**src/hw/rtl/wim_pkg.sv**
```systemverilog
// Package for the window identity masker.
// Holds the field widths, register indexes, mask character and sequencer states.
// Depends on nothing; every other file of the block refers to it.
`timescale 1ns / 1ps
`default_nettype none

package wim_pkg;

    // Field widths fixed by the stream format.
    localparam int CHAR_W    = 8;
    localparam int WIN_REG_W = 7;
    localparam int THR_W     = 17;
    localparam int CFG_IDX_W = 2;
    localparam int FRAC_W    = 16;

    // Character written where the window identity is too low.
    localparam logic [CHAR_W-1:0] MASK_CHAR = 8'd78;

    // Register indexes of the configuration channel.
    localparam logic [CFG_IDX_W-1:0] REG_WINDOW_LEN = 2'd0;
    localparam logic [CFG_IDX_W-1:0] REG_THRESHOLD  = 2'd1;

    // Reset values of the registers.
    localparam logic [WIN_REG_W-1:0] WIN_RESET = 7'd16;
    localparam logic [THR_W-1:0]     THR_RESET = 17'd0;

    // Sequencer states.
    typedef enum logic [1:0] {
        S_IDLE,
        S_CHECK,
        S_SCAN,
        S_EMIT
    } t_state;

endpackage

`default_nettype wire

```
**src/hw/rtl/wim_if.sv**
```systemverilog
// Channel interfaces of the window identity masker: input pairs, result words
// and configuration writes. Each carries valid, ready and its payload.
// Depends on wim_pkg for the field widths.
`timescale 1ns / 1ps
`default_nettype none

interface wim_in_if;
    logic                        valid;
    logic                        ready;
    logic [wim_pkg::CHAR_W-1:0]  query_char;
    logic [wim_pkg::CHAR_W-1:0]  target_char;
    logic                        last_pos;

    modport source (output valid, output query_char, output target_char,
                    output last_pos, input ready);
    modport sink   (input valid, input query_char, input target_char,
                    input last_pos, output ready);
endinterface

interface wim_out_if;
    logic                        valid;
    logic                        ready;
    logic [wim_pkg::CHAR_W-1:0]  out_char;
    logic                        out_last;
    logic                        too_short;

    modport source (output valid, output out_char, output out_last,
                    output too_short, input ready);
    modport sink   (input valid, input out_char, input out_last,
                    input too_short, output ready);
endinterface

interface wim_cfg_if;
    logic                          valid;
    logic                          ready;
    logic [wim_pkg::CFG_IDX_W-1:0] reg_index;
    logic [wim_pkg::THR_W-1:0]     reg_data;

    modport source (output valid, output reg_index, output reg_data, input ready);
    modport sink   (input valid, input reg_index, input reg_data, output ready);
endinterface

`default_nettype wire

```
**src/hw/rtl/window_identity_masker.sv**
```systemverilog
// Top level of the window identity masker: ring memory, sequencer and output register.
// Depends on wim_pkg and on the channel interfaces in wim_if.sv.
//
//   Channel  Port   Dir  Word
//   input    i_in   in   query_char, target_char, last_pos
//   result   o_out  out  out_char, out_last, too_short
//   config   i_cfg  in   reg_index, reg_data (window_len, threshold_q16)
//
// An accepted pair is written to the ring memory, then the sequencer enters its check state.
// Result words leave in the emit state while the output register is free or being taken.
// A window length lowered below the buffered count adds a scan step for each surplus entry.
// Reset is synchronous and active low; it clears the control state, not the ring memory.
// The output register lets a word wait for the sink while the block takes the next pair.
`timescale 1ns / 1ps
`default_nettype none

module window_identity_masker #(
    parameter int MAX_WINDOW = 64
) (
    input  wire         i_clk,
    input  wire         i_rst_n,
    wim_in_if.sink      i_in,
    wim_out_if.source   o_out,
    wim_cfg_if.sink     i_cfg
);

    localparam int AW = (MAX_WINDOW > 1) ? $clog2(MAX_WINDOW) : 1;
    localparam int CW = $clog2(MAX_WINDOW + 1);
    localparam int PW = wim_pkg::THR_W + CW;
    localparam int EW = wim_pkg::CHAR_W + 1;

    // Ring offset with wrap at the memory depth; the sum stays below twice the depth.
    function automatic logic [AW-1:0] ring_add(input logic [AW-1:0] base,
                                               input logic [CW-1:0] off);
        logic [CW:0] s;
        s = (CW + 1)'(base) + (CW + 1)'(off);
        if (s >= (CW + 1)'(MAX_WINDOW)) begin
            s = s - (CW + 1)'(MAX_WINDOW);
        end
        return s[AW-1:0];
    endfunction

    // Configuration registers.
    logic [wim_pkg::WIN_REG_W-1:0] r_win;
    logic [wim_pkg::THR_W-1:0]     r_thr;

    // Sequencer and ring bookkeeping.
    wim_pkg::t_state r_state, n_state;
    logic [AW-1:0]   r_head, n_head;
    logic [CW-1:0]   r_fill, n_fill;
    logic [CW-1:0]   r_mcnt, n_mcnt;
    logic [CW-1:0]   r_tail, n_tail;
    logic [CW-1:0]   r_j, n_j;
    logic [CW-1:0]   r_k;
    logic            r_last;
    logic            r_short;

    // Ring memory: match bit over query character.
    logic [EW-1:0]   r_ring [MAX_WINDOW];
    logic [EW-1:0]   r_rd_a;
    logic            r_rd_b;
    logic [AW-1:0]   addr_a, addr_b, addr_w;

    // Output register.
    logic                        r_ovalid;
    logic [wim_pkg::CHAR_W-1:0]  r_ochar;
    logic                        r_olast;
    logic                        r_oshort;

    logic            in_fire, cfg_fire, emit_fire;
    logic [CW-1:0]   k_cfg, w_emit, cnt_emit;
    logic [PW-1:0]   lhs, rhs;
    logic            masked;

    assign in_fire   = i_in.valid && i_in.ready;
    assign cfg_fire  = i_cfg.valid && i_cfg.ready;
    assign i_in.ready = (r_state == wim_pkg::S_IDLE);
    assign i_cfg.ready = 1'b1;

    // Effective window: zero counts as one, larger values clamp to the depth.
    always_comb begin
        if (r_win == '0) begin
            k_cfg = CW'(1);
        end else if (r_win > wim_pkg::WIN_REG_W'(MAX_WINDOW)) begin
            k_cfg = CW'(MAX_WINDOW);
        end else begin
            k_cfg = CW'(r_win);
        end
    end

    // Configuration writes.
    always_ff @(posedge i_clk) begin
        if (!i_rst_n) begin
            r_win <= wim_pkg::WIN_RESET;
            r_thr <= wim_pkg::THR_RESET;
        end else if (cfg_fire) begin
            case (i_cfg.reg_index)
                wim_pkg::REG_WINDOW_LEN: r_win <= i_cfg.reg_data[wim_pkg::WIN_REG_W-1:0];
                wim_pkg::REG_THRESHOLD:  r_thr <= i_cfg.reg_data;
                default: ;
            endcase
        end
    end

    // Identity test of the oldest entry: count * 65536 < threshold * window.
    assign w_emit   = (r_fill < r_k) ? r_fill : r_k;
    assign cnt_emit = r_mcnt - r_tail;
    assign lhs      = PW'(cnt_emit) << wim_pkg::FRAC_W;
    assign rhs      = PW'(r_thr) * PW'(w_emit);
    assign masked   = !r_short && (lhs < rhs);

    assign emit_fire = (r_state == wim_pkg::S_EMIT) && (!r_ovalid || o_out.ready);

    // Next state.
    always_comb begin
        n_state = r_state;
        case (r_state)
            wim_pkg::S_IDLE: begin
                if (in_fire) begin
                    n_state = wim_pkg::S_CHECK;
                end
            end
            wim_pkg::S_CHECK: begin
                if (r_last || r_fill >= r_k) begin
                    n_state = (r_fill > r_k) ? wim_pkg::S_SCAN : wim_pkg::S_EMIT;
                end else begin
                    n_state = wim_pkg::S_IDLE;
                end
            end
            wim_pkg::S_SCAN: begin
                if ((r_j + CW'(1)) == r_fill) begin
                    n_state = wim_pkg::S_EMIT;
                end
            end
            wim_pkg::S_EMIT: begin
                if (emit_fire) begin
                    if (r_last) begin
                        n_state = (n_fill == '0) ? wim_pkg::S_IDLE : wim_pkg::S_EMIT;
                    end else begin
                        n_state = (n_fill >= r_k) ? wim_pkg::S_EMIT : wim_pkg::S_IDLE;
                    end
                end
            end
            default: n_state = wim_pkg::S_IDLE;
        endcase
    end

    // Ring bookkeeping for the next cycle.
    always_comb begin
        n_head = r_head;
        n_fill = r_fill;
        n_mcnt = r_mcnt;
        n_tail = r_tail;
        n_j    = r_j;
        case (r_state)
            wim_pkg::S_IDLE: begin
                if (in_fire) begin
                    n_fill = r_fill + CW'(1);
                    n_mcnt = r_mcnt + CW'(i_in.query_char == i_in.target_char);
                end
            end
            wim_pkg::S_CHECK: begin
                // Entries past the window are summed by the scan that follows.
                n_tail = '0;
                n_j    = r_k;
            end
            wim_pkg::S_SCAN: begin
                n_tail = r_tail + CW'(r_rd_b);
                n_j    = r_j + CW'(1);
            end
            wim_pkg::S_EMIT: begin
                if (emit_fire) begin
                    n_head = ring_add(r_head, CW'(1));
                    n_fill = r_fill - CW'(1);
                    n_mcnt = r_mcnt - CW'(r_rd_a[EW-1]);
                    // The entry just past the window slides into it.
                    if (r_fill > r_k) begin
                        n_tail = r_tail - CW'(r_rd_b);
                    end
                end
            end
            default: ;
        endcase
    end

    // Read addresses follow the next head, so read data lines up with the registered head.
    assign addr_w = ring_add(r_head, r_fill);
    assign addr_a = n_head;
    assign addr_b = (n_state == wim_pkg::S_SCAN) ? ring_add(r_head, n_j)
                                                 : ring_add(n_head, r_k);

    // Ring memory: one write port, two registered read ports.
    always_ff @(posedge i_clk) begin
        if (in_fire) begin
            r_ring[addr_w] <= {i_in.query_char == i_in.target_char, i_in.query_char};
        end
        r_rd_a <= r_ring[addr_a];
        r_rd_b <= r_ring[addr_b][EW-1];
    end

    // Control registers.
    always_ff @(posedge i_clk) begin
        if (!i_rst_n) begin
            r_state <= wim_pkg::S_IDLE;
            r_head  <= '0;
            r_fill  <= '0;
            r_mcnt  <= '0;
            r_tail  <= '0;
            r_j     <= '0;
            r_k     <= CW'(1);
            r_last  <= 1'b0;
            r_short <= 1'b0;
        end else begin
            r_state <= n_state;
            r_head  <= n_head;
            r_fill  <= n_fill;
            r_mcnt  <= n_mcnt;
            r_tail  <= n_tail;
            r_j     <= n_j;
            if (in_fire) begin
                r_k    <= k_cfg;
                r_last <= i_in.last_pos;
            end
            if (r_state == wim_pkg::S_CHECK) begin
                r_short <= r_last && (r_fill < r_k);
            end
        end
    end

    // Output register: holds a word until the sink takes it.
    always_ff @(posedge i_clk) begin
        if (!i_rst_n) begin
            r_ovalid <= 1'b0;
        end else if (emit_fire) begin
            r_ovalid <= 1'b1;
        end else if (o_out.ready) begin
            r_ovalid <= 1'b0;
        end
    end

    always_ff @(posedge i_clk) begin
        if (emit_fire) begin
            r_ochar  <= masked ? wim_pkg::MASK_CHAR : r_rd_a[wim_pkg::CHAR_W-1:0];
            r_olast  <= r_last && (r_fill == CW'(1));
            r_oshort <= r_short;
        end
    end

    assign o_out.valid     = r_ovalid;
    assign o_out.out_char  = r_ochar;
    assign o_out.out_last  = r_olast;
    assign o_out.too_short = r_oshort;

    // The ring never holds more entries than its depth.
    a_fill_bound: assert property (@(posedge i_clk) disable iff (!i_rst_n)
        r_fill <= CW'(MAX_WINDOW))
        else $error("ring fill count exceeds the depth");

    // Match totals never exceed the entries they are counted over.
    a_count_bound: assert property (@(posedge i_clk) disable iff (!i_rst_n)
        (r_mcnt <= r_fill) && (r_tail <= r_mcnt))
        else $error("match counters out of range");

    // Emitting the final word of a sequence leaves the ring empty.
    a_flush_empty: assert property (@(posedge i_clk) disable iff (!i_rst_n)
        (emit_fire && r_last && r_fill == CW'(1)) |=> (r_fill == '0 && r_mcnt == '0))
        else $error("ring not empty after the final word");

    // A pair is only taken when no word is being produced.
    a_no_overlap: assert property (@(posedge i_clk) disable iff (!i_rst_n)
        in_fire |=> (r_state == wim_pkg::S_CHECK && !emit_fire))
        else $error("pair taken while the sequencer was busy");

endmodule

`default_nettype wire

```
**src/flat_wrapper.sv**
```systemverilog
// flat-port wrapper written by rule: the top's interface ports become plain ports
module window_identity_masker_flat 
#(
    parameter int MAX_WINDOW = 64
)
  (i_clk, i_rst_n, i_in_valid, i_in_query_char, i_in_target_char, i_in_last_pos, i_in_ready, o_out_valid, o_out_out_char, o_out_out_last, o_out_too_short, o_out_ready, i_cfg_valid, i_cfg_reg_index, i_cfg_reg_data, i_cfg_ready);
  wim_in_if i_in_i ();
  wim_out_if o_out_i ();
  wim_cfg_if i_cfg_i ();
  input  wire i_clk;
  input  wire i_rst_n;
  input wire logic [$bits(i_in_i.valid)-1:0] i_in_valid;
  input wire logic [$bits(i_in_i.query_char)-1:0] i_in_query_char;
  input wire logic [$bits(i_in_i.target_char)-1:0] i_in_target_char;
  input wire logic [$bits(i_in_i.last_pos)-1:0] i_in_last_pos;
  output wire logic [$bits(i_in_i.ready)-1:0] i_in_ready;
  output wire logic [$bits(o_out_i.valid)-1:0] o_out_valid;
  output wire logic [$bits(o_out_i.out_char)-1:0] o_out_out_char;
  output wire logic [$bits(o_out_i.out_last)-1:0] o_out_out_last;
  output wire logic [$bits(o_out_i.too_short)-1:0] o_out_too_short;
  input wire logic [$bits(o_out_i.ready)-1:0] o_out_ready;
  input wire logic [$bits(i_cfg_i.valid)-1:0] i_cfg_valid;
  input wire logic [$bits(i_cfg_i.reg_index)-1:0] i_cfg_reg_index;
  input wire logic [$bits(i_cfg_i.reg_data)-1:0] i_cfg_reg_data;
  output wire logic [$bits(i_cfg_i.ready)-1:0] i_cfg_ready;
  assign i_in_i.valid = i_in_valid;
  assign i_in_i.query_char = i_in_query_char;
  assign i_in_i.target_char = i_in_target_char;
  assign i_in_i.last_pos = i_in_last_pos;
  assign i_in_ready = i_in_i.ready;
  assign o_out_valid = o_out_i.valid;
  assign o_out_out_char = o_out_i.out_char;
  assign o_out_out_last = o_out_i.out_last;
  assign o_out_too_short = o_out_i.too_short;
  assign o_out_i.ready = o_out_ready;
  assign i_cfg_i.valid = i_cfg_valid;
  assign i_cfg_i.reg_index = i_cfg_reg_index;
  assign i_cfg_i.reg_data = i_cfg_reg_data;
  assign i_cfg_ready = i_cfg_i.ready;
  window_identity_masker #(.MAX_WINDOW(MAX_WINDOW)) u_core (.i_clk(i_clk), .i_rst_n(i_rst_n), .i_in(i_in_i), .o_out(o_out_i), .i_cfg(i_cfg_i));
endmodule
```
**config.mk**
```make
export PLATFORM = sky130hd
export DESIGN_NAME = window_identity_masker_flat
export DESIGN_NICKNAME = d
export VERILOG_FILES = /design/src/hw/rtl/wim_pkg.sv /design/src/hw/rtl/wim_if.sv /design/src/hw/rtl/window_identity_masker.sv /design/src/flat_wrapper.sv
export SDC_FILE = /design/constraint.sdc
export NUM_CORES = 1
export LEC_CHECK = 0
export BUFFER_PORTS_ARGS = -buffer_cell sky130_fd_sc_hd__buf_2
export CAP_MARGIN = 5
export CORE_ASPECT_RATIO = 0.6
export CORE_MARGIN = 5
export CORE_UTILIZATION = 36
export CTS_CLUSTER_SIZE = 8
export DETAILED_ROUTE_END_ITERATION = 16
export HOLD_SLACK_MARGIN = 0.1
export PLACE_DENSITY = 0.49
export RECOVER_POWER = 25
export SLEW_MARGIN = 10
export SYNTH_ARGS = -nofsm -noshare
export SYNTH_HDL_FRONTEND = slang
export SYNTH_SLANG_ARGS = --single-unit
```
**constraint.sdc**
```tcl
create_clock -name i_clk -period 10.5 [get_ports i_clk]
set_clock_uncertainty 0.2 [all_clocks]
set_input_delay 1.575 -clock i_clk [delete_from_list [all_inputs] [get_ports i_clk]]
set_output_delay 1.575 -clock i_clk [all_outputs]
set_load 0.02 [all_outputs]
```
==> results_dict.tcl <==
set metrics [dict create \
    status "finished, violations left" \
    violations "capacitance limit, slew limit" \
    ys_seq_area_share_pct 57.8 \
    hold_viol 0 \
    cts_root_buf "clkbuf_16" \
    synth_area_per_cell_um2 12.6 \
    fillers 8538 \
    busiest_layer "met1" \
    seqPwrFrac_pct 36.4 \
    critPathCaptureType "flip-flop" \
    drtIter0Drc 1810 \
    via_per_inst 5.31 \
    rows 86 \
    gr-usage-met2_pct 25.1 \
    switching_power_mw 2.86 \
    grt_use_met1_pct 30.0 \
    ys_ff_latch 666 \
    numCtsBuffers 93 \
    layout_common_cells "edfxtp_1 (586), nand2_1 (415), mux2i_1 (218), inv_1 (134), nor2_1 (131)" \
    h-tree-depth 3 \
    utilization_pct 40.9 \
    placed_area_mm2 0.0349 \
    grt_max_degree 129 \
    grt_use_total_pct 18.7 \
    cts.sinks 666 \
    ys_async_sr_fraction_pct 0 \
    coreArea_mm2 0.0917 \
    clk_path_buf_depth 3 \
    slew_violations 364 \
    p_leak_nw 14.5 \
    rsz0062_at_grt "false" \
    crit_type "flip-flop to flip-flop" \
    synthDistinctLibCells 77 \
    switching_share_pct 33.6 \
    antenna_found_initial 5 \
    first_pass_iters 5 \
    routedWlPerCell_um 23.4 \
    power_density_mw_per_mm2 227 \
    worstMarginPinSlew_ns 3.50 \
    fmax_mhz 104 \
    fp.dieW_um 402 \
    crit_top_cell "inv_1" \
    initial_core_util_pct 36.2 \
    stdcell_area_mm2 0.0375 \
    combPwrFrac_pct 30.6 \
    gp_congestion 0.899 \
    vias 21200 \
    internal-power_mw 5.65 \
    hpwl_mm 61.5 \
    synthToLayoutAreaGrowth_pct 13.0 \
    syn-num-nets 2858 \
    drive_gt1_share_pct 9.24 \
    grt_pass1_wl_mm 139 \
    maxCapViolCount 9 \
    die_y_um 245 \
    holdWs_ns 0.277 \
    finalSetupViolCount 0 \
    totalWireLength_mm 93.3 \
    ff2ff_setup_slack_ns 0.93 \
    synth_edf_count 586 \
    synth_ff_type "edfxtp_1" \
    die_area_mm2 0.0986 \
    ant_nets 0 \
    critPathMaxStageDelay_ns 0.54 \
    grt-ovfl-total 0 \
    slew_headroom_pct -133 \
    grt_pass1_vias 21000 \
    period_share_pct 91.2 \
    hold_buffers 0 \
    io-pin-count 54 \
    mostFrequentLayoutCell "edfxtp_1" \
    yosysWarnings 0 \
    crit_slowest_cell "fa_1" \
    vdd_drop_max_uv 145 \
    drc 0 \
    layout_min_cycle_time_ns 9.57 \
    p_total_mw 8.51 \
    fin_nets 2919 \
    worstPathMaxFanout 17 \
    clkSlewWorstSetupHoldPaths_ns 0.05 \
    synthCells 2632 \
    tns_ns 0 \
    critPathLaunchType "flip-flop" \
    clkPwrFrac_pct 33.0 \
    hold_class "flip-flop to flip-flop" \
    clock_latency_ns 0.67 \
    synthesis.area_mm2 0.0332 \
    io_buffers 52 \
    cts_tree "done" \
    worstPathArrival_ns 9.77 \
    required_ns 10.70 \
    grtUsageMet3_pct 4.69 \
]
-- worst max-delay path: cells and delay by family (launching register included) --
| family | cells | cell delay (ns) |
|---|---|---|
| XOR/XNOR | 1 | 0.14 |
| multiplexers | 1 | 0.21 |
| buffers and inverters | 9 | 1.11 |
| adder cells (fa/ha/maj) | 7 | 3.01 |
| flip-flops | 1 | 0.44 |
| AND/OR/NAND/NOR | 9 | 1.27 |
| AO/OA/AOI/OAI | 14 | 2.88 |
-- metal layers --
metal,vias up,part of all wire (%)
met5,-,0
met4,0,1.6
met3,103,8.2
met2,657,40
met1,10700,50
li1,9671,-
-- cells in the mapped netlist (10+ instances only) --
cell type	instances	area share [%]
dfxtp_1	80	4.8
o21bai_1	12	0.27
nand3_1	14	0.21
nor2_1	132	1.5
nand2_1	415	4.7
xnor2_1	49	1.3
a31oi_1	41	0.77
xor2_1	26	0.69
nand2b_1	21	0.40
a211oi_1	44	1.0
inv_1	134	1.5
and3_1	76	1.4
and2_1	56	1.1
buf_1	13	0.15
o21ai_0	28	0.42
a21oi_1	125	1.9
edfxtp_1	586	53
nand4_1	10	0.19
mux4_2	46	3.1
clkbuf_1	101	1.1
nor3_1	14	0.21
nor2b_1	53	1.0
a311oi_1	36	0.95
fa_1	80	4.8
mux2i_1	219	6.6
ha_1	105	4.0
a21o_1	17	0.38
-- power by group through the flow --
| stage | Sequential (mW) | Clock (mW) | Combinational, mW |
|---|---|---|---|
| floorplan | 3.11 | 0 | 1.76 |
| global placement | 3.14 | 0 | 2.54 |
| detailed placement | 3.15 | 0 | 2.57 |
| CTS | 3.09 | 2.87 | 2.59 |
| global route | 3.11 | 2.98 | 2.83 |
| finish | 3.10 | 2.80 | 2.61 |
-- kinds of logic (layout without fill, tap and decap cells) --
family,Yosys count,after routing,share of synthesized area [%]
buffers and inverters,268,386,3.22
flip-flops,666,666,57.8
AND/OR/NAND/NOR,820,820,11.4
other,1,3,0.0113
adder cells (fa/ha/maj),185,185,8.78
XOR/XNOR,75,75,1.98
AO/OA/AOI/OAI,350,350,6.97
multiplexers,267,267,9.81
-- flip-flops by register name, summed over array words and instances (netlist names), named ones only --
register,count
u_core.o_out.out_char,8
u_core.o_out.out_last,1
u_core.o_out.too_short,1
u_core.o_out.valid,1
u_core.r_fill,7
u_core.r_head,6
u_core.r_j,6
u_core.r_k,7
u_core.r_last,1
u_core.r_mcnt,7
u_core.r_rd_a,9
u_core.r_rd_b,1
u_core.r_ring,576
u_core.r_short,1
u_core.r_state,2
u_core.r_tail,7
u_core.r_thr,17
u_core.r_win,7
-- worst paths after layout --
| check | start | end | cells after the start |
|---|---|---|---|
| setup / recovery | u_core.r_k[4] | u_core.o_out.out_char[6] | 41 |
| hold / removal | u_core.r_tail[3] | u_core.r_tail[3] | 2 |
| setup reg to reg | u_core.r_k[4] | u_core.o_out.out_char[6] | 41 |
| hold reg to reg | u_core.r_tail[3] | u_core.r_tail[3] | 2 |
-- repair_timing --
action                     CTS  global route
buffers inserted             0             0
setup endpoints to repair    0             8
resized for setup            0             3
-- cell type report --
cell class | count | area (um2) | area share [%]
Clock buffer | 145 | 2560 | 6.84
Multi-Input combinational cell | 1698 | 13000 | 34.7
Clock inverter | 7 | 104 | 0.277
Timing Repair Buffer | 95 | 554 | 1.48
Sequential cell | 666 | 19200 | 51.2
Antenna cell | 2 | 5.00 | 0.0133
Inverter | 139 | 526 | 1.40
Tap cell | 1232 | 1540 | 4.11
-- stage by stage --
stage	instances	worst slack, ns
CTS	3982	0.832
floorplan	2632	1.72
detailed placement	3830	0.852
finish	3984	0.927
global route	3982	0.00978
global placement	3830	1.16
Power figures use the tool's default switching activity.
